`src/design/ostl_pkg.sv`:
```
`timescale 1ns / 1ps
package ostl_pkg;
	localparam int DataWidthDef = 32;
	localparam int FracBitsDef  = 16;
	localparam int GainW        = 16;
	localparam int CfgW         = 48;
	localparam int CfgIdxW      = 2;
	localparam int MemDepth     = 64;
	localparam int MemAw        = 6;
	localparam logic [CfgW-1:0] GainReset = 48'h0100_0100_0100;

	localparam logic [2:0] SlotMass  = 3'd0;
	localparam logic [2:0] SlotJac   = 3'd1;
	localparam logic [2:0] SlotCor   = 3'd2;
	localparam logic [2:0] SlotGrav  = 3'd3;
	localparam logic [2:0] SlotAcc   = 3'd4;
	localparam logic [2:0] SlotPerr  = 3'd5;
	localparam logic [2:0] SlotVerr  = 3'd6;
	localparam logic [2:0] SlotJvel  = 3'd7;

	localparam logic [1:0] RegKp = 2'd0;
	localparam logic [1:0] RegKd = 2'd1;
	localparam logic [1:0] RegDamp = 2'd2;
	localparam logic [1:0] RegFric = 2'd3;

	localparam logic OpLoad    = 1'b0;
	localparam logic OpCompute = 1'b1;

	// memory map: matrices at 0 and 16, vectors in groups of four from 32
	function automatic logic [MemAw-1:0] vec_addr(input logic [2:0] slot, input logic [1:0] el);
		logic [MemAw-1:0] base;
		begin
			base = '0;
			case (slot)
				SlotCor:  base = MemAw'(32);
				SlotGrav: base = MemAw'(36);
				SlotAcc:  base = MemAw'(40);
				SlotPerr: base = MemAw'(44);
				SlotVerr: base = MemAw'(48);
				SlotJvel: base = MemAw'(52);
				default:  base = '0;
			endcase
			vec_addr = base + MemAw'(el);
		end
	endfunction

	function automatic logic [MemAw-1:0] mat_addr(input logic [2:0] slot, input logic [3:0] el);
		mat_addr = (slot == SlotMass) ? MemAw'(el) : MemAw'(16) + MemAw'(el);
	endfunction
endpackage

```
`src/design/ostl_mac.sv`:
```
`timescale 1ns / 1ps
// Multiply, floor shift, saturate; registered product.
module ostl_mac import ostl_pkg::*; #(
	parameter int DataWidth = DataWidthDef
) (
	input  logic                        clk,
	input  logic signed [DataWidth:0]   a,
	input  logic signed [DataWidth:0]   b,
	input  logic [4:0]                  sh,
	output logic signed [DataWidth-1:0] p_s1,
	output logic                        clip_s1
);
	localparam int PW = 2 * DataWidth + 2;
	logic signed [PW-1:0] prod, shd;
	logic signed [DataWidth-1:0] maxv, minv;
	always_comb begin
		prod = PW'(a) * PW'(b);
		shd  = prod >>> sh;
		maxv = {1'b0, {(DataWidth-1){1'b1}}};
		minv = {1'b1, {(DataWidth-1){1'b0}}};
	end
	always_ff @(posedge clk) begin
		if (shd > PW'(maxv)) begin
			p_s1 <= maxv; clip_s1 <= 1'b1;
		end else if (shd < PW'(minv)) begin
			p_s1 <= minv; clip_s1 <= 1'b1;
		end else begin
			p_s1 <= shd[DataWidth-1:0]; clip_s1 <= 1'b0;
		end
	end
endmodule

```
`config.mk`:
```
export PLATFORM = sky130hd
export DESIGN_NAME = ostl_mac
export DESIGN_NICKNAME = d
export VERILOG_FILES = /design/src/design/ostl_pkg.sv /design/src/design/ostl_mac.sv
export SDC_FILE = /design/constraint.sdc
export NUM_CORES = 2
export LEC_CHECK = 0
export BUFFER_PORTS_ARGS = -buffer_cell sky130_fd_sc_hd__buf_2
export CORE_ASPECT_RATIO = 0.5
export CORE_UTILIZATION = 45
export DETAILED_ROUTE_END_ITERATION = 7
export PLACE_DENSITY = 0.7
export SETUP_SLACK_MARGIN = 0.15
export SLEW_MARGIN = 15
export SYNTH_ARGS = -nofsm -noshare
export SYNTH_HDL_FRONTEND = slang
export SYNTH_SLANG_ARGS = --single-unit
```
`constraint.sdc`:
```
create_clock -name clk -period 22.5 [get_ports clk]
set_clock_uncertainty 0.05 [all_clocks]
set_input_delay 2.25 -clock clk [delete_from_list [all_inputs] [get_ports clk]]
set_output_delay 2.25 -clock clk [all_outputs]
set_load 0.01 [all_outputs]
```
==> run summary <==
Status: finished, final reports clean
Final #Nets: 6645
Max Fclk: 73.03 MHz
1st-iter DRT viols: 3785
Tot GR Track Use: 28.28%
Number of global-route vias before repair: 40150
Antenna violations before repair: 4
Hold Crit Class: primary input to flop
Synthesized area per cell: 8.674 um2
Top FF cell, synth: dfxtp_1
Crit path arrival time: 13750 ps
Worst path max stage delay: 990 ps
Drt first pass iters: 6
Final hold viol count: 0
Core Footprint: 0.1028 mm2
First-pass GRT wire length: 233300 um
Placer Congestion: 0.9793
RSZ-0062 raised after global routing: false
Vias per inst: 5.784
Post-cts resize count: 0
Congestion Overflow GR: 0
Setup CP Type: primary input to flop
Port bufs: 104
Most frequent cells in the layout: inv_1 (1150), fa_1 (1145), nand2_1 (691)
Syn Inst Count: 5389
Ys async rst share: 0%
H-tree depth: 2
Setup TNS: 0 ps
Syn nets: 6823
Via count: 38030
Critical path capture point type: flop
Worst relative slew slack: 22.85%
Die Wd: 457.8 um
Area growth syn-to-layout: 2.867%
Register area share after synthesis: 1.413%
Slew @ Worst Pin: 1143 ps
Routed WL per cell: 21.95 um
Hold-fix buffers, CTS: 0
CP max FO: 33
Final wirelength: 144300 um
HPWL Detailed: 118200 um
Post-synth EDFFs: 0
Share of cells above drive strength 1: 4.317%
CP max-delay cell: a41o_1
CP Launch Point: b[6]
Ports: 105
Tmin final: 13690 ps
Maxcap violations: 0
Num rows: 83
Initial core utilization: 45.47%
Max-slew violations: 0
Die H: 229.9 um
Crit share post-route: 60.86%
CTS Buf Count: 5
Fillers: 9754
Critical hold path startpoint: sh[4]
Distinct cells, synth: 100
DRC: 0
Clk slew on worst S/H paths: 50 ps
Ys Warns: 0
Clock Path Buffers: 2
CTS sink cnt: 33
Post-Syn Area: 0.04675 mm2
CTS tree: built
Required time worst endpoint: 22550 ps
Die Area: 0.1053 mm2
Antenna Violating Nets Remaining: 0
Critical Path Start Type: primary input
Root buffer cell: clkbuf_16
#FFs+latches synth: 33
Commonest non-fill, non-tap cell in the layout: inv_1
# setup viols final: 0
Largest net degree at the start of global routing: 73
Post-CTS Setup Inserts: 0
-- flip-flops by register name (all words and copies together), names as in the netlist --
register	count
p_s1	32
clip_s1	1
-- final timing paths --
path,depth (start not counted),slack [ps],end
worst max-delay path,32,8810,p_s1[19]$_SDFF_PN1_
worst min-delay path,5,2640,p_s1[27]$_SDFF_PN1_
-- cell type report --
class | instances | area (um2) | area share (%)
Multi-Input combinational cell | 3883 | 40510 | 84.24
Inverter | 1157 | 4343 | 9.032
Tap cell | 1360 | 1702 | 3.539
Timing Repair Buffer | 131 | 723.2 | 1.504
Sequential cell | 33 | 660.6 | 1.374
Clock buffer | 5 | 125.1 | 0.2602
Clock inverter | 3 | 17.52 | 0.03643
Antenna cell | 3 | 7.507 | 0.01561
-- synthesized netlist by cell type (all sizes together) (14+ instances only) --
| master | n | area (um2) |
|---|---|---|
| clkbuf | 269 | 1010 |
| nor4 | 21 | 131.4 |
| a21o | 28 | 210.2 |
| xnor2 | 39 | 341.6 |
| o21ai | 126 | 634.4 |
| nor3 | 51 | 266.5 |
| a21oi | 170 | 888.4 |
| o211ai | 36 | 280.3 |
| dfxtp | 33 | 660.6 |
| nand3 | 42 | 215.2 |
| buf | 47 | 225.2 |
| ha | 217 | 2715 |
| mux2 | 21 | 236.5 |
| mux2i | 67 | 670.6 |
| nand2b | 16 | 100.1 |
| and2 | 570 | 3566 |
| or3 | 17 | 106.4 |
| o21a | 23 | 172.7 |
| fa | 1145 | 22920 |
| mux4 | 16 | 360.4 |
| nor2 | 172 | 648.1 |
| a211o | 14 | 122.6 |
| a31oi | 19 | 118.9 |
| nand4 | 30 | 187.7 |
| nand2 | 691 | 2594 |
| inv | 1152 | 4324 |
| xor2 | 16 | 140.1 |
| a211oi | 63 | 505.5 |
| and3 | 19 | 118.9 |
-- cell families after synthesis --
family / after synthesis / share of synthesized area (%)
DFF: 33 / 1.413
and+or+nand+nor: 1675 / 17.72
buffers and inverters: 1473 / 11.93
adders and majority gates: 1362 / 54.84
xor gates and xnor gates: 56 / 1.079
muxes: 104 / 2.711
AOI/OAI and AO/OA: 686 / 10.30
-- per-stage QoR --
stage | hold WS, ps | util (%) | instance area, um2 | instances | worst slack (ps)
2_1_floorplan | 2504 | - | 46750 | 5389 | 10950
3_3_place_gp | 2600 | 46.63 | 47940 | 6564 | 8753
3_5_place_dp | 2596 | 46.63 | 47940 | 6564 | 8698
4_1_cts | 2625 | 46.76 | 48080 | 6572 | 8963
5_1_grt | 2657 | 46.77 | 48090 | 6575 | 8309
6_report | 2640 | 46.77 | 48090 | 6575 | 8806
-- metal layers --
| metal | GRT usage [%] | part of all wire (%) | up-vias |
|---|---|---|---|
| met5 | 0 | 0.013 | - |
| met4 | 6.471 | 2.5 | 2 |
| met3 | 5.395 | 10 | 251 |
| met2 | 43.38 | 44 | 1950 |
| met1 | 41.31 | 43 | 19610 |
| li1 | - | - | 16210 |
-- worst max-delay path, delay by kind of cell --
family	cells	cell delay [ps]
fa+ha+maj	9	4650
compound gates	5	2630
buf+inv	10	2270
xor+xnor	1	120
simple gates	7	1780
Power is left out: the tool's default activity adds up to more than one toggle a clock period on the data nets, which glitch-free logic cannot reach.
